`src/hw/rtl/nfsa_pkg.sv`:
```
// Package for the next-fit slot allocator: pool sizes, codes and shared types.
// Has no dependencies; every other file of the block refers to it by scoped names.
package nfsa_pkg;

    // Built pool capacity and the widths that follow from it.
    localparam int NUM_SLOTS = 64;
    localparam int SLOT_W    = $clog2(NUM_SLOTS);
    localparam int CNT_W     = $clog2(NUM_SLOTS + 1);

    // Find-first-set unit: the map is split into groups that are searched side by side.
    localparam int FFS_GRP   = 8;
    localparam int FFS_NGRP  = NUM_SLOTS / FFS_GRP;
    localparam int FFS_GW    = $clog2(FFS_GRP);
    localparam int FFS_NW    = $clog2(FFS_NGRP);

    // Request codes.
    localparam logic FUNC_ALLOC = 1'b0;
    localparam logic FUNC_FREE  = 1'b1;

    // Result status codes.
    typedef enum logic [1:0] {
        STATUS_OK    = 2'd0,
        STATUS_FULL  = 2'd1,
        STATUS_RANGE = 2'd2
    } status_t;

    // Sequencer states.
    typedef enum logic [1:0] {
        S_IDLE    = 2'd0,
        S_SCAN_HI = 2'd1,
        S_SCAN_LO = 2'd2,
        S_FREE    = 2'd3
    } state_t;

    // Configuration view handed from the register port to the sequencer.
    typedef struct packed {
        logic             reinit;
        logic [CNT_W-1:0] active;
    } cfg_t;

endpackage

```
`src/hw/rtl/nfsa_chan_if.sv`:
```
// Item channels of the next-fit slot allocator: request and response interfaces.
// Depends on nfsa_pkg for field widths.
interface nfsa_req_if;
    logic                           valid;
    logic                           ready;
    logic                           func;
    logic [nfsa_pkg::SLOT_W-1:0]    slot_index;

    modport source (output valid, output func, output slot_index, input ready);
    modport sink   (input valid, input func, input slot_index, output ready);
endinterface

interface nfsa_rsp_if;
    logic                           valid;
    logic                           ready;
    logic [1:0]                     status;
    logic [nfsa_pkg::SLOT_W-1:0]    granted_slot;
    logic [nfsa_pkg::CNT_W-1:0]     free_count;

    modport source (output valid, output status, output granted_slot, output free_count,
                    input ready);
    modport sink   (input valid, input status, input granted_slot, input free_count,
                    output ready);
endinterface

```
`src/hw/rtl/nfsa_ffs.sv`:
```
// Shared find-first-set unit: lowest set bit of the masked free map.
// Depends on nfsa_pkg for the map width and the grouping of the search.
module nfsa_ffs
(
    input  logic [nfsa_pkg::NUM_SLOTS-1:0] vec,
    output logic                           hit,
    output logic [nfsa_pkg::SLOT_W-1:0]    pos
);

    logic [nfsa_pkg::FFS_NGRP-1:0]   grp_any;
    logic [nfsa_pkg::FFS_GW-1:0]     grp_pos [nfsa_pkg::FFS_NGRP];
    logic [nfsa_pkg::FFS_NW-1:0]     grp_sel;

    // Lowest set bit inside each group, all groups side by side.
    always_comb
    begin
        for (int g = 0; g < nfsa_pkg::FFS_NGRP; g++)
        begin
            grp_any[g] = |vec[g*nfsa_pkg::FFS_GRP +: nfsa_pkg::FFS_GRP];
            grp_pos[g] = '0;
            for (int j = nfsa_pkg::FFS_GRP - 1; j >= 0; j--)
            begin
                if (vec[g*nfsa_pkg::FFS_GRP + j])
                begin
                    grp_pos[g] = nfsa_pkg::FFS_GW'(j);
                end
            end
        end
    end

    // Lowest group that holds a set bit.
    always_comb
    begin
        grp_sel = '0;
        for (int g = nfsa_pkg::FFS_NGRP - 1; g >= 0; g--)
        begin
            if (grp_any[g])
            begin
                grp_sel = nfsa_pkg::FFS_NW'(g);
            end
        end
    end

    assign hit = |grp_any;
    assign pos = {grp_sel, grp_pos[grp_sel]};

endmodule

```
`src/hw/rtl/nfsa_ctrl.sv`:
```
// Sequencer of the slot allocator: free map, search head, free count and result register.
// Depends on nfsa_pkg, the channel interfaces and the shared find-first-set unit nfsa_ffs.
module nfsa_ctrl
(
    input  logic            clk,
    input  logic            rst_n,
    input  nfsa_pkg::cfg_t  cfg,
    nfsa_req_if.sink        req,
    nfsa_rsp_if.source      rsp
);

    nfsa_pkg::state_t                   state_reg, state_next;
    logic [nfsa_pkg::NUM_SLOTS-1:0]     map_reg, map_next;
    logic [nfsa_pkg::SLOT_W-1:0]        head_reg, head_next;
    logic [nfsa_pkg::CNT_W-1:0]         count_reg, count_next;
    logic [nfsa_pkg::SLOT_W-1:0]        idx_reg;

    logic                               rsp_valid_reg;
    nfsa_pkg::status_t                  status_reg, status_next;
    logic [nfsa_pkg::SLOT_W-1:0]        granted_reg, granted_next;
    logic [nfsa_pkg::CNT_W-1:0]         fcount_reg;

    logic [nfsa_pkg::NUM_SLOTS-1:0]     hi_mask, lo_mask, scan_vec;
    logic                               hit;
    logic [nfsa_pkg::SLOT_W-1:0]        hit_pos;
    logic                               out_free;
    logic                               commit;
    logic [nfsa_pkg::CNT_W-1:0]         grant_inc;

    // Search windows: from the head up to the end of the pool, then below the head.
    always_comb
    begin
        for (int i = 0; i < nfsa_pkg::NUM_SLOTS; i++)
        begin
            hi_mask[i] = (nfsa_pkg::CNT_W'(i) < cfg.active) &&
                         (nfsa_pkg::CNT_W'(i) >= {1'b0, head_reg});
            lo_mask[i] = nfsa_pkg::CNT_W'(i) < {1'b0, head_reg};
        end
        scan_vec = (state_reg == nfsa_pkg::S_SCAN_LO) ? (map_reg & lo_mask)
                                                      : (map_reg & hi_mask);
    end

    nfsa_ffs u_ffs
    (
        .vec (scan_vec),
        .hit (hit),
        .pos (hit_pos)
    );

    // The result register can take a new item when empty or being emptied.
    assign out_free  = !rsp_valid_reg || rsp.ready;
    assign grant_inc = {1'b0, hit_pos} + nfsa_pkg::CNT_W'(1);

    // Next state.
    always_comb
    begin
        state_next = state_reg;
        case (state_reg)
            nfsa_pkg::S_IDLE:
            begin
                if (req.valid)
                begin
                    state_next = (req.func == nfsa_pkg::FUNC_FREE) ? nfsa_pkg::S_FREE
                                                                   : nfsa_pkg::S_SCAN_HI;
                end
            end
            nfsa_pkg::S_SCAN_HI:
            begin
                if (!hit)
                begin
                    state_next = nfsa_pkg::S_SCAN_LO;
                end
                else if (out_free)
                begin
                    state_next = nfsa_pkg::S_IDLE;
                end
            end
            nfsa_pkg::S_SCAN_LO,
            nfsa_pkg::S_FREE:
            begin
                if (out_free)
                begin
                    state_next = nfsa_pkg::S_IDLE;
                end
            end
            default:
            begin
                state_next = nfsa_pkg::S_IDLE;
            end
        endcase
    end

    // Outputs of the sequencer: the result of the step and its state update.
    always_comb
    begin
        commit       = 1'b0;
        status_next  = nfsa_pkg::STATUS_OK;
        granted_next = '0;
        map_next     = map_reg;
        head_next    = head_reg;
        count_next   = count_reg;
        case (state_reg)
            nfsa_pkg::S_SCAN_HI,
            nfsa_pkg::S_SCAN_LO:
            begin
                commit = out_free && (hit || (state_reg == nfsa_pkg::S_SCAN_LO));
                if (hit)
                begin
                    granted_next     = hit_pos;
                    map_next[hit_pos] = 1'b0;
                    head_next        = (grant_inc == cfg.active) ? '0 : hit_pos + 1'b1;
                    count_next       = count_reg - 1'b1;
                end
                else
                begin
                    status_next = nfsa_pkg::STATUS_FULL;
                end
            end
            nfsa_pkg::S_FREE:
            begin
                commit = out_free;
                if ({1'b0, idx_reg} >= cfg.active)
                begin
                    status_next = nfsa_pkg::STATUS_RANGE;
                end
                else
                begin
                    map_next[idx_reg] = 1'b1;
                    count_next        = count_reg + nfsa_pkg::CNT_W'(!map_reg[idx_reg]);
                end
            end
            default:
            begin
                commit = 1'b0;
            end
        endcase
    end

    assign req.ready = (state_reg == nfsa_pkg::S_IDLE);

    // Sequencer state and pool state.
    always_ff @(posedge clk or negedge rst_n)
    begin
        if (!rst_n)
        begin
            state_reg <= nfsa_pkg::S_IDLE;
            map_reg   <= '1;
            head_reg  <= '0;
            count_reg <= nfsa_pkg::CNT_W'(nfsa_pkg::NUM_SLOTS);
        end
        else
        begin
            state_reg <= state_next;
            if (cfg.reinit)
            begin
                map_reg   <= '1;
                head_reg  <= '0;
                count_reg <= cfg.active;
            end
            else if (commit)
            begin
                map_reg   <= map_next;
                head_reg  <= head_next;
                count_reg <= count_next;
            end
        end
    end

    // Slot index of a free request, held while it is worked on.
    always_ff @(posedge clk)
    begin
        if (req.valid && req.ready)
        begin
            idx_reg <= req.slot_index;
        end
    end

    // Result register between the sequencer and the response channel.
    always_ff @(posedge clk or negedge rst_n)
    begin
        if (!rst_n)
        begin
            rsp_valid_reg <= 1'b0;
        end
        else if (commit)
        begin
            rsp_valid_reg <= 1'b1;
        end
        else if (rsp.ready)
        begin
            rsp_valid_reg <= 1'b0;
        end
    end

    always_ff @(posedge clk)
    begin
        if (commit)
        begin
            status_reg  <= status_next;
            granted_reg <= granted_next;
            fcount_reg  <= count_next;
        end
    end

    assign rsp.valid        = rsp_valid_reg;
    assign rsp.status       = status_reg;
    assign rsp.granted_slot = granted_reg;
    assign rsp.free_count   = fcount_reg;

`ifndef SYNTHESIS
    // A finished step always shows up as a pending result in the next cycle.
    a_commit_shows: assert property (@(posedge clk) disable iff (!rst_n)
        commit |=> rsp_valid_reg)
        else $error("nfsa_ctrl: committed result not presented");

    // A granted slot is marked taken after the step.
    a_grant_taken: assert property (@(posedge clk) disable iff (!rst_n)
        (commit && hit && (state_reg != nfsa_pkg::S_FREE) && !cfg.reinit)
        |=> !map_reg[$past(hit_pos)])
        else $error("nfsa_ctrl: granted slot still marked free");

    // An accepted request always leaves the idle state.
    a_accept_busy: assert property (@(posedge clk) disable iff (!rst_n)
        (req.valid && req.ready) |=> (state_reg != nfsa_pkg::S_IDLE))
        else $error("nfsa_ctrl: request accepted but sequencer idle");
`endif

endmodule

```
`src/hw/rtl/next_fit_slot_allocator_unit.sv`:
```
// Top level of the next-fit slot allocator: register port and channel wiring.
// Depends on nfsa_pkg, the channel interfaces and the sequencer nfsa_ctrl.
//
//  channel  | dir | handshake      | payload
//  ---------+-----+----------------+------------------------------------------
//  req      | in  | valid / ready  | func, slot_index
//  rsp      | out | valid / ready  | status, granted_slot, free_count
//  apb      | in  | psel / penable | paddr, pwdata, prdata (slots_in_use at 0)
//
// An allocate makes one find-first-set pass from the head to the end of the pool,
// and a second pass below the head when the first finds nothing; a free needs no
// search pass. The result register is loaded at the end of the last pass and
// offered from the next cycle. The request side is ready only while the sequencer
// is idle; a full result register stalls the sequencer in place. Reset and every
// write of slots_in_use mark all slots free and return the head to slot zero at once.
module next_fit_slot_allocator_unit
(
    input  logic        clk,
    input  logic        rst_n,
    input  logic        psel,
    input  logic        penable,
    input  logic        pwrite,
    input  logic [1:0]  paddr,
    input  logic [31:0] pwdata,
    output logic [31:0] prdata,
    output logic        pready,
    nfsa_req_if.sink    req,
    nfsa_rsp_if.source  rsp
);

    localparam logic [nfsa_pkg::CNT_W-1:0] CAP = nfsa_pkg::CNT_W'(nfsa_pkg::NUM_SLOTS);

    logic [6:0]                 slots_reg;
    logic                       cfg_wr;
    logic [6:0]                 slots_view;
    logic [nfsa_pkg::CNT_W-1:0] active;
    nfsa_pkg::cfg_t             cfg;

    // The single register decodes at every address of the port.
    assign cfg_wr = psel && penable && pwrite && pready;
    assign pready = 1'b1;
    assign prdata = {25'd0, slots_reg};

    always_ff @(posedge clk or negedge rst_n)
    begin
        if (!rst_n)
        begin
            slots_reg <= 7'd64;
        end
        else if (cfg_wr)
        begin
            slots_reg <= pwdata[6:0];
        end
    end

    // Effective pool size, saturated at the built capacity; a write shows its new value.
    assign slots_view = cfg_wr ? pwdata[6:0] : slots_reg;
    assign active     = (slots_view > CAP) ? CAP : slots_view;

    assign cfg.reinit = cfg_wr;
    assign cfg.active = active;

    nfsa_ctrl u_ctrl
    (
        .clk   (clk),
        .rst_n (rst_n),
        .cfg   (cfg),
        .req   (req),
        .rsp   (rsp)
    );

endmodule
```
`src/flat_wrapper.sv`:
```
// flat-port wrapper written by rule: the top's interface ports become plain ports
module next_fit_slot_allocator_unit_flat 
  (clk, rst_n, psel, penable, pwrite, paddr, pwdata, prdata, pready, req_valid, req_func, req_slot_index, req_ready, rsp_valid, rsp_status, rsp_granted_slot, rsp_free_count, rsp_ready);
  nfsa_req_if req_i ();
  nfsa_rsp_if rsp_i ();
  input  logic clk;
  input  logic rst_n;
  input  logic psel;
  input  logic penable;
  input  logic pwrite;
  input  logic [1:0] paddr;
  input  logic [31:0] pwdata;
  output logic [31:0] prdata;
  output logic pready;
  input wire logic [$bits(req_i.valid)-1:0] req_valid;
  input wire logic [$bits(req_i.func)-1:0] req_func;
  input wire logic [$bits(req_i.slot_index)-1:0] req_slot_index;
  output wire logic [$bits(req_i.ready)-1:0] req_ready;
  output wire logic [$bits(rsp_i.valid)-1:0] rsp_valid;
  output wire logic [$bits(rsp_i.status)-1:0] rsp_status;
  output wire logic [$bits(rsp_i.granted_slot)-1:0] rsp_granted_slot;
  output wire logic [$bits(rsp_i.free_count)-1:0] rsp_free_count;
  input wire logic [$bits(rsp_i.ready)-1:0] rsp_ready;
  assign req_i.valid = req_valid;
  assign req_i.func = req_func;
  assign req_i.slot_index = req_slot_index;
  assign req_ready = req_i.ready;
  assign rsp_valid = rsp_i.valid;
  assign rsp_status = rsp_i.status;
  assign rsp_granted_slot = rsp_i.granted_slot;
  assign rsp_free_count = rsp_i.free_count;
  assign rsp_i.ready = rsp_ready;
  next_fit_slot_allocator_unit u_core (.clk(clk), .rst_n(rst_n), .psel(psel), .penable(penable), .pwrite(pwrite), .paddr(paddr), .pwdata(pwdata), .prdata(prdata), .pready(pready), .req(req_i), .rsp(rsp_i));
endmodule
```
`config.mk`:
```
export PLATFORM = sky130hd
export DESIGN_NAME = next_fit_slot_allocator_unit_flat
export DESIGN_NICKNAME = d
export VERILOG_FILES = /design/src/hw/rtl/nfsa_pkg.sv /design/src/hw/rtl/nfsa_chan_if.sv /design/src/hw/rtl/nfsa_ffs.sv /design/src/hw/rtl/nfsa_ctrl.sv /design/src/hw/rtl/next_fit_slot_allocator_unit.sv /design/src/flat_wrapper.sv
export SDC_FILE = /design/constraint.sdc
export NUM_CORES = 1
export LEC_CHECK = 0
export BUFFER_PORTS_ARGS = -buffer_cell sky130_fd_sc_hd__buf_2
export CAP_MARGIN = 20
export CORE_ASPECT_RATIO = 0.75
export CORE_UTILIZATION = 60
export DETAILED_ROUTE_END_ITERATION = 8
export HOLD_SLACK_MARGIN = 0.15
export PLACE_DENSITY = 0.82
export REMOVE_ABC_BUFFERS = 1
export SYNTH_ARGS = -nofsm -noshare
export SYNTH_HDL_FRONTEND = slang
export SYNTH_HIERARCHICAL = 1
export SYNTH_SLANG_ARGS = --single-unit
```
`constraint.sdc`:
```
create_clock -name clk -period 7.02 [get_ports clk]
set_input_delay 1.755 -clock clk [delete_from_list [all_inputs] [get_ports clk]]
set_output_delay 1.755 -clock clk [all_outputs]
set_load 0.01 [all_outputs]
```
# After elaboration in Yosys (flattened, before gate mapping)
# Cells that the tools add are included.
# word_totals
regBits	108
# op_classes
muxes	110
reduce_logical	93
n_addsub	4
n_eq_ne	7
bitwise_logic	6
n_lt_le_gt_ge	197
# op_table
op	count
$mux 64	5
$lt 6x7->1 const A	32
$mux 3	74
$ge 6x6->1 const A	31
$lt 6x6->1 const A	31
$and 64x64->64	2
$pmux 64 s2	1
$lt 5x7->1 const A	16
$ge 5x6->1 const A	16
$lt 5x6->1 const A	16
$logic_and 1x1->1	69
$and 64x63->64	1
$not 64->64	1
$or 64x64->64	1
$reduce_or 64->1	1
$reduce_or 8->1	8
$lt 4x7->1 const A	8
$ge 4x6->1 const A	8
$lt 4x6->1 const A	8
$mux 7	6
$mux 6	5
$lt 3x7->1 const A	4
$ge 3x6->1 const A	4
$lt 3x6->1 const A	4
39 further kinds	65

# Longest topological paths before layout
# Gate-level depths: netlist (run 1).
# depth
depth_word	32
depth_mapped	24

# Hierarchy
# Netlist (run 1), hierarchy kept.
# modules_own_cells
module	area_per_inst_um2	seq_area_each_um2	cells_per_inst	instances
nfsa_ctrl	8082.8	2713.9	1035	1
nfsa_ffs	1008.5	0.0	142	1
next_fit_slot_allocator_unit	629.4	176.4	63	1

# Worst setup path after synthesis (run 1)
# Ideal clock, no wire load.
# synth_path
path_kind	in2reg
start	input port pwrite
end	register u_core/u_ctrl/head_reg[1] (netlist name)
setup_ns	0.122
setup_slack_ns	0.426
arrival_ns	6.472
cell_stages	23
required_ns	6.898
path_cell_list	nand3_2 -> buf_6 -> mux2_4 -> buf_2 -> nand2b_1 -> nor3_2 -> or2_2 -> clkbuf_1 -> a21oi_1 -> and3_1 -> o21a_1 -> nor4_2 -> nand4_2 -> o211ai_4 -> a21oi_2 -> or3b_1 -> a211oi_1 -> clkbuf_1 -> clkbuf_1 -> nand4_1 -> o22ai_1 -> nand4_1 -> a32o_1
# synth_rtl
item	line	rtl
start, declared	flat_wrapper.sv:10	input logic pwrite;
$logic_and 1x1->1 (*)	next_fit_slot_allocator_unit.sv:40	assign cfg_wr = psel && penable && pwrite && pready;
$mux 7 (*)	--	
$gt 7x7->1	next_fit_slot_allocator_unit.sv:58	assign active = (slots_view > CAP) ? CAP : slots_view;
$mux 7 (*)	next_fit_slot_allocator_unit.sv:58	
net u_core.active, one bit	next_fit_slot_allocator_unit.sv:36	logic [nfsa_pkg::CNT_W-1:0] active;
$lt 6x7->1 (*)	nfsa_ctrl.sv:35	hi_mask[i] = (nfsa_pkg::CNT_W'(i) < cfg.active) &&
$logic_and 1x1->1 (*)	nfsa_ctrl.sv:35	
$and 64x64->64 (*)	nfsa_ctrl.sv:40	: (map_reg & hi_mask);
[... 1 more ...]	--	
net u_core.u_ctrl.scan_vec, one bit	nfsa_ctrl.sv:23	logic [nfsa_pkg::NUM_SLOTS-1:0] hi_mask, lo_mask, scan_vec;
[... 7 more ...]	--	
net u_core.u_ctrl.hit_pos, one bit	nfsa_ctrl.sv:25	logic [nfsa_pkg::SLOT_W-1:0] hit_pos;
[... 4 more ...]	--	
net u_core.u_ctrl.hit_pos, one bit	nfsa_ctrl.sv:25	
$add 6x1->7 (*)	nfsa_ctrl.sv:52	assign grant_inc = {1'b0, hit_pos} + nfsa_pkg::CNT_W'(1);
$eq 7x7->1 (*)	nfsa_ctrl.sv:111	head_next = (grant_inc == cfg.active) ? '0 : hit_pos + 1'b1;
$mux 6 (*)	nfsa_ctrl.sv:111	
$mux 6 (*)	nfsa_ctrl.sv:107	if (hit)
$mux 6 (*)	nfsa_ctrl.sv:102	case (state_reg)
$mux 6 (*)	nfsa_ctrl.sv:160	else if (commit)
$mux 6 (*)	nfsa_ctrl.sv:154	if (cfg.reinit)
end signal, assigned	nfsa_ctrl.sv:163	head_reg <= head_next;
end, declared	nfsa_ctrl.sv:14	logic [nfsa_pkg::SLOT_W-1:0] head_reg, head_next;
# Mark *: on every way through the listed nets, which the timed path passes. The rest lies on a longest branch. The select of a mux whose other input is x is not followed.
# A chain may end at the register's enable or synchronous reset.

# Final worst setup path (run 1)
# layout_path
start	input port pwrite
end	register u_core/u_ctrl/map_reg[45] (netlist name)
# layout_rtl
item	line	rtl
$logic_and 1x1->1 (*)	next_fit_slot_allocator_unit.sv:40	
$mux 7 (*)	--	
$gt 7x7->1	next_fit_slot_allocator_unit.sv:58	
$mux 7 (*)	next_fit_slot_allocator_unit.sv:58	
net u_core.active, one bit	next_fit_slot_allocator_unit.sv:36	
$lt 6x7->1 (*)	nfsa_ctrl.sv:35	
$logic_and 1x1->1 (*)	nfsa_ctrl.sv:35	
$and 64x64->64 (*)	nfsa_ctrl.sv:40	
[... 1 more ...]	--	
net u_core.u_ctrl.scan_vec, one bit	nfsa_ctrl.sv:23	
[... 8 more ...]	--	
net u_core.u_ctrl.hit_pos, one bit	nfsa_ctrl.sv:25	
[... 4 more ...]	--	
net u_core.u_ctrl.hit_pos, one bit	nfsa_ctrl.sv:25	
[... 2 more ...]	--	
$mux 1 (not written as such)	nfsa_ctrl.sv:110	map_next[hit_pos] = 1'b0;
$demux 1 s6 (*)	nfsa_ctrl.sv:110	
$not 64->64 (no source line) (*)	--	
$and 64x64->64 (no source line) (*)	--	
$mux 64 (*)	nfsa_ctrl.sv:107	
$pmux 64 s2 (*)	nfsa_ctrl.sv:102	
$mux 64 (*)	nfsa_ctrl.sv:160	
$mux 64 (*)	nfsa_ctrl.sv:154	
end signal, assigned	nfsa_ctrl.sv:162	map_reg <= map_next;
end, declared	nfsa_ctrl.sv:13	logic [nfsa_pkg::NUM_SLOTS-1:0] map_reg, map_next;
# Marked as above.

==> results of run 1 <==
[cell usage in the layout (no fill, tap or decap), types with 8 or more instances in the layout]
| cell | netlist | routed |
|---|---|---|
| a211oi_1 | 24 | 23 |
| a21oi_1 | 178 | 178 |
| a221o_1 | 12 | 12 |
| a31oi_1 | 13 | 13 |
| and2_1 | 15 | 15 |
| and3_1 | 12 | 12 |
| buf_2 | 12 | 43 |
| buf_4 | 27 | 69 |
| clkbuf_16 | 0 | 9 |
| conb_1 | 2 | 26 |
| dfrtp_1 | 21 | 21 |
| dfstp_2 | 66 | 66 |
| edfxtp_1 | 21 | 21 |
| ha_1 | 14 | 13 |
| inv_1 | 41 | 40 |
| mux2_2 | 11 | 11 |
| mux2i_1 | 25 | 24 |
| nand2_1 | 82 | 81 |
| nand2b_1 | 22 | 22 |
| nand3_1 | 27 | 27 |
| nand4_1 | 9 | 9 |
| nor2_1 | 79 | 77 |
| nor2b_1 | 62 | 61 |
| nor3_1 | 57 | 57 |
| nor4_2 | 7 | 8 |
| o21ai_0 | 136 | 136 |
| o2bb2ai_1 | 11 | 11 |
| o31ai_1 | 11 | 11 |
[cell families after synthesis]
kind of cell | after synthesis | synth area share
xor gates and xnor gates | 11 | 0.01133
AOI/OAI and AO/OA | 482 | 0.3071
DFF | 108 | 0.2973
muxes | 41 | 0.04775
other | 2 | 0.0007726
buffers and inverters | 155 | 0.07427
adders and majority gates | 14 | 0.01802
and+or+nand+nor | 427 | 0.2434
[worst paths after layout]
kind	to	cells past startpoint
worst min register to register	u_core/u_ctrl/map_reg[43]$_DFFE_PN1P_	2
worst max register to register	u_core/u_ctrl/map_reg[45]$_DFFE_PN1P_	17
worst max-delay path	u_core/u_ctrl/map_reg[45]$_DFFE_PN1P_	21
min in group asynchronous	u_core/u_ctrl/state_reg[0]$_DFFE_PN0P_	1
worst min-delay path	u_core/u_ctrl/map_reg[43]$_DFFE_PN1P_	2
max in group asynchronous	u_core/u_ctrl/head_reg[3]$_DFFE_PN0P_	2
[metal layers]
| layer | vias up | wire, um | part of all wire |
|---|---|---|---|
| met5 | - | 0 | 0 |
| met2 | 816 | 14220 | 0.40 |
| li1 | 4635 | - | - |
| met3 | 118 | 5665 | 0.16 |
| met4 | 0 | 1198 | 0.034 |
| met1 | 4784 | 14520 | 0.41 |
[power by group]
part	switching (mW)	total (mW)	internal (mW)	leakage, nW
combinational	1.65	2.65	0.994	2.79
sequential	0.344	1.31	0.970	1.16
clock	0.267	0.525	0.258	0.152
[stage by stage]
step,hold slack [ps],power [mW],util
finish,497.9,4.488,0.6833
global route,500.3,4.705,0.6831
CTS,489.4,4.341,0.6818
detailed placement,477.3,3.796,0.6614
global placement,476.7,3.751,0.6614
floorplan,447.9,2.776,-
[layout make-up]
cell class,instances,share of cell area
Inverter,42,0.01487
Timing Repair Buffer,113,0.07104
Multi-Input combinational cell,1001,0.5872
Clock inverter,7,0.008615
Clock buffer,9,0.02124
Antenna cell,1,0.0002360
Sequential cell,108,0.2726
Tap cell,205,0.02419
[worst max-delay path: cells and delay by family]
kind,cells,cell delay [ps]
AOI/OAI and AO/OA,7,1760
buffers and inverters,5,1060
and+or+nand+nor,7,2090
muxes,2,490
==> reports/summary.txt, run 1 <==
Worst Max-Slew Pin Slew -> 1078 ps
crit path cell chain -> buf_2 > nand3_2 > buf_4 > mux2i_1 > inv_1 > nor3_1 > buf_4 > a21oi_1 > mux2i_1 > nor2b_1 > or4_1 > a211oi_2 > o211ai_4 > a21oi_2 > nor3b_1 > o211a_1 > buf_4 > nor2b_1 > nand3_1 > o21ai_0 > o21ai_0
worst reg-to-reg setup slack -> 1400 ps
element type at the critical path end -> register
met3 global-route usage -> 0.1224
placed cell areas -> 10,260 um2
synth warn -> 6
Resize count post-CTS -> 0
vias -> 10,350
GRT busiest layer -> met1
post-DP HPWL -> 26,250 um
Final Hold Viols -> 0
Leak -> 4.096 nW
final cycle utilization of the critical path -> 0.9804
#FFs+latches synth -> 108
minimum clock period -> 6882 ps
number of instances in the placed design -> 1,469
number of flip-flops in the largest register -> 64
I/O pins -> 98
FF-to-FF Start -> u_core/u_ctrl/head_reg[5]$_DFFE_PN0P_
final WL -> 35,610 um
main area contributors after synthesis -> dfstp_2, a21oi_1, o21ai_0
fillcell total -> 1,324
design area -> 10,600 um2
vias in the first global route -> 9,304
slowest CP cell -> or4_1
RSZ-0062 raised after global routing -> true
Setup Slack @ Placement -> -96.84 ps
final count of negative-setup-slack endpoints -> 0
postcts setup bufs -> 0
Yosys top cell by area -> dfstp_2
sequential fraction of the synthesis area -> 0.2973
Post-synth EDFFs -> 21
top-area cell type share of the netlist area -> 0.1784
DRC violation total after the first TritonRoute iteration -> 1,572
cell with the most instances after synthesis -> a21oi_1
root buf cell -> clkbuf_16
Max stage delay on crit path -> 540 ps
post-synthesis cell count -> 1,240
pwr dens -> 423.2 nW/um2
largest net degree at the start of global routing -> 106
unique cell type count in the Yosys netlist -> 92
mapped cell area -> 9721 um2
CTS buffer count -> 9
Max Fanout on Critical Path -> 10
GRT Total Usage -> 0.4305
hold buffers post-CTS -> 0
Peak Freq -> 0.1453 GHz
CP startpoint -> pwrite
Commonest cells post-synth -> a21oi_1, o21ai_0, nand2_1, nor2_1, clkbuf_1
Sink Count -> 108
Routed Antenna Nets -> 0
arrival time worst endpoint -> 7160 ps
die height -> 112.2 um
status -> complete, no violations
Post-Layout Cell Count -> 1,486
Via-to-Cell Ratio -> 6.967
starting density of the core -> 0.6264
fin worst setup slack -> 137.8 ps
H-tree levels -> 3
max_cap viols -> 0
total die area -> 16,720 um2
CP Launch Type -> input port
total gr overflow -> 0
area of the multi-input gates -> 6226 um2
VDD IR max -> 0.2344 mV
initial antenna violation count -> 1
CTS tree -> built
Nets -> 1,337
DR DRC count -> 0
IO Port Bufs -> 44
share of layout cells above drive strength 1 -> 0.2039
Main synth FF type -> dfstp_2
met1 GRT Util -> 0.6457
register area -> 2890 um2
setup tns final -> 0 ps
CP required -> 7300 ps
# rows -> 39
ys async rst share -> 0.8056
Hold Startpoint -> u_core/u_ctrl/map_reg[43]$_DFFE_PN1P_
Hold Path Class -> register to register
Detailed Routing Iterations Pass 1 -> 6
clk_skew -> 19.13 ps
Core Area -> 15,520 um2
most frequent CP cell -> buf_4
CTS clk-pin slew, worst paths -> 90 ps
Avg Cell Area, Syn -> 7.839 um2
routed len/inst -> 23.96 um
Bufs on Longest Clock Path -> 2
Placer Congestion -> 1.044
Slew headroom -> 0.2812
global-route wire length before repair -> 54,390 um
Die X -> 149.0 um
Final Max Slew Viols -> 0
Setup CP Type -> input port to register
met2 Use GR -> 0.5916
Area Overhead vs Synth -> 9.075%
clock latency on the worst-skew pair -> 370 ps
(Power assumes the default switching activity.)
==> run 2, diff against run 1 <==
--- a/config.mk
+++ b/config.mk
@@ -13,6 +13,7 @@
 export HOLD_SLACK_MARGIN = 0.15
 export PLACE_DENSITY = 0.82
 export REMOVE_ABC_BUFFERS = 1
+export SETUP_SLACK_MARGIN = 0.4
 export SYNTH_ARGS = -nofsm -noshare
 export SYNTH_HDL_FRONTEND = slang
 export SYNTH_HIERARCHICAL = 1
==> reports/summary.txt, run 2 (synthesized netlist as in run 1, its figures left out) <==
commonest non-fill, non-tap cell in the layout -> a21oi_1
Cell Int Power -> 2.263 mW
Finished Core Util -> 0.6922
starting density of the core -> 0.6264
status -> complete, no violations
pwr dens -> 424.3 nW/um2
clock latency on the worst-skew pair -> 370 ps
Placer Congestion -> 1.044
Sink Count -> 108
initial antenna violation count -> 1
GRT Total Usage -> 0.4310
Final Hold Viols -> 0
CTS buffer count -> 9
vias in the first global route -> 9,313
worst reg-to-reg setup slack -> 1590 ps
die height -> 112.2 um
Max Fanout on Critical Path -> 10
Leak -> 4.113 nW
Peak Freq -> 0.1558 GHz
arrival time worst endpoint -> 6680 ps
final WL -> 35,860 um
WHS Endpoint -> u_core/u_ctrl/map_reg[43]$_DFFE_PN1P_
final count of negative-setup-slack endpoints -> 0
Hold Path Cell Cnt -> 2
fillcell total -> 1,315
met1 GRT Util -> 0.6475
DRC violation total after the first TritonRoute iteration -> 1,558
CTS tree -> built
most frequent cells in the layout -> a21oi_1, o21ai_0, nand2_1
VDD IR max -> 0.2358 mV
I/O pins -> 98
# rows -> 39
Worst Max-Slew Pin Slew -> 1090 ps
met2 Use GR -> 0.5941
part of the power in registers -> 0.288
Setup CP Type -> input port to register
max_cap viols -> 0
Via-to-Cell Ratio -> 6.973
Nets -> 1,345
clk_skew -> 20.13 ps
post-DP HPWL -> 26,250 um
element type at the critical path end -> register
Detailed Routing Iterations Pass 1 -> 6
GRT busiest layer -> met1
largest net degree at the start of global routing -> 106
CTS clk-pin slew, worst paths -> 80 ps
routed len/inst -> 24.01 um
Hold Path Class -> register to register
Total Power -> 4.557 mW
Bufs on Longest Clock Path -> 2
share of layout cells above drive strength 1 -> 0.2182
minimum clock period -> 6419 ps
number of flip-flops in the largest register -> 64
CP Launch Type -> input port
Final Max Slew Viols -> 0
DR DRC count -> 0
Core Area -> 15,520 um2
final cycle utilization of the critical path -> 0.9144
total gr overflow -> 0
RSZ-0062 raised after global routing -> false
Combinational Power Share -> 0.596
root buf cell -> clkbuf_16
Switch Pwr -> 2.294 mW
total die area -> 16,720 um2
FF-to-FF Start -> u_core/u_ctrl/head_reg[5]$_DFFE_PN0P_
met3 global-route usage -> 0.1211
hold buffers post-CTS -> 0
Area Overhead vs Synth -> 10.50%
Reg-to-Reg End -> u_core/u_ctrl/head_reg[1]$_DFFE_PN0P_
CP required -> 7280 ps
IO Port Bufs -> 44
R2R depth -> 19
Routed Antenna Nets -> 0
Die X -> 149.0 um
clock share of power -> 0.116
Hold Startpoint -> u_core/u_ctrl/map_reg[43]$_DFFE_PN1P_
vias -> 10,420
Sw Ratio -> 0.5034
global-route wire length before repair -> 54,450 um
H-tree levels -> 3
Slew headroom -> 0.2732
run 2: stage by stage:
stage	std cells	setup TNS, ps	hold WS [ps]	area (um2)	setup slack, ps
finish	1494	0	495.5	10740	601.2
global placement	1469	0	476.7	10260	34.22
global route	1493	0	500.3	10740	415.1
floorplan	1151	-13310	447.9	9246	-655.1
CTS	1485	0	489.4	10590	373.7
detailed placement	1469	-329.4	477.3	10260	-96.84
run 2: repair_timing:
action	4_1_cts	5_1_grt
buffers inserted	0	8
gates resized for setup	3	21
setup endpoints to repair	19	71
pin swaps	0	4
run 2: worst max path at each step:
stage | slack [ps] | endpoint | cells after the start | from
2_1_floorplan | -660 | u_core/u_ctrl/head_reg[1]$_DFFE_PN0P_ | 19 | pwrite
3_3_place_gp | 30 | u_core/u_ctrl/map_reg[5]$_DFFE_PN1P_ | 20 | pwrite
3_5_place_dp | -100 | u_core/u_ctrl/map_reg[45]$_DFFE_PN1P_ | 20 | pwrite
4_1_cts | 370 | u_core/u_ctrl/map_reg[45]$_DFFE_PN1P_ | 22 | pwrite
5_1_grt | 420 | u_core/u_ctrl/rsp.free_count[5]$_DFFE_PP_ | 20 | penable
6_report | 600 | u_core/u_ctrl/map_reg[9]$_DFFE_PN1P_ | 22 | penable
run 2: per-layer routing:
layer | vias to the layer above | wire length, um
met5 | - | 53
met4 | 2 | 1229
met3 | 124 | 5767
met2 | 805 | 14350
met1 | 4833 | 14470
li1 | 4654 | -
run 2: area by class of cell:
| class | count | area (um2) | area share |
|---|---|---|---|
| Multi-Input combinational cell | 1001 | 6305 | 0.5870 |
| Sequential cell | 108 | 2890 | 0.2691 |
| Timing Repair Buffer | 121 | 813.3 | 0.07571 |
| Tap cell | 205 | 256.5 | 0.02388 |
| Clock buffer | 9 | 225.2 | 0.02097 |
| Inverter | 42 | 157.7 | 0.01468 |
| Clock inverter | 7 | 91.34 | 0.008503 |
| Antenna cell | 1 | 2.502 | 0.0002330 |
run 2: critical path: stages:
cell	delay (ps)
buf_2	120
nand3_4	150
buf_4	190
mux2i_2	280
inv_2	150
nor3_1	200
buf_4	180
a211oi_1	80
a21oi_1	280
nor2b_1	110
or4_1	610
a211oi_4	310
o211ai_4	210
a21oi_2	240
nor3b_1	270
o211a_2	350
buf_4	250
nor2b_1	280
o211ai_1	140
buf_4	220
o21ai_0	170
o21ai_0	130
run 2: power by group through the flow:
stage               Clock (mW)  Sequential (mW)  Combinational, mW
CTS                      0.533             1.27               2.54
floorplan                    0             1.13               1.64
detailed placement           0             1.28               2.52
finish                   0.528             1.31               2.72
global placement             0             1.27               2.48
global route             0.558             1.31               2.90
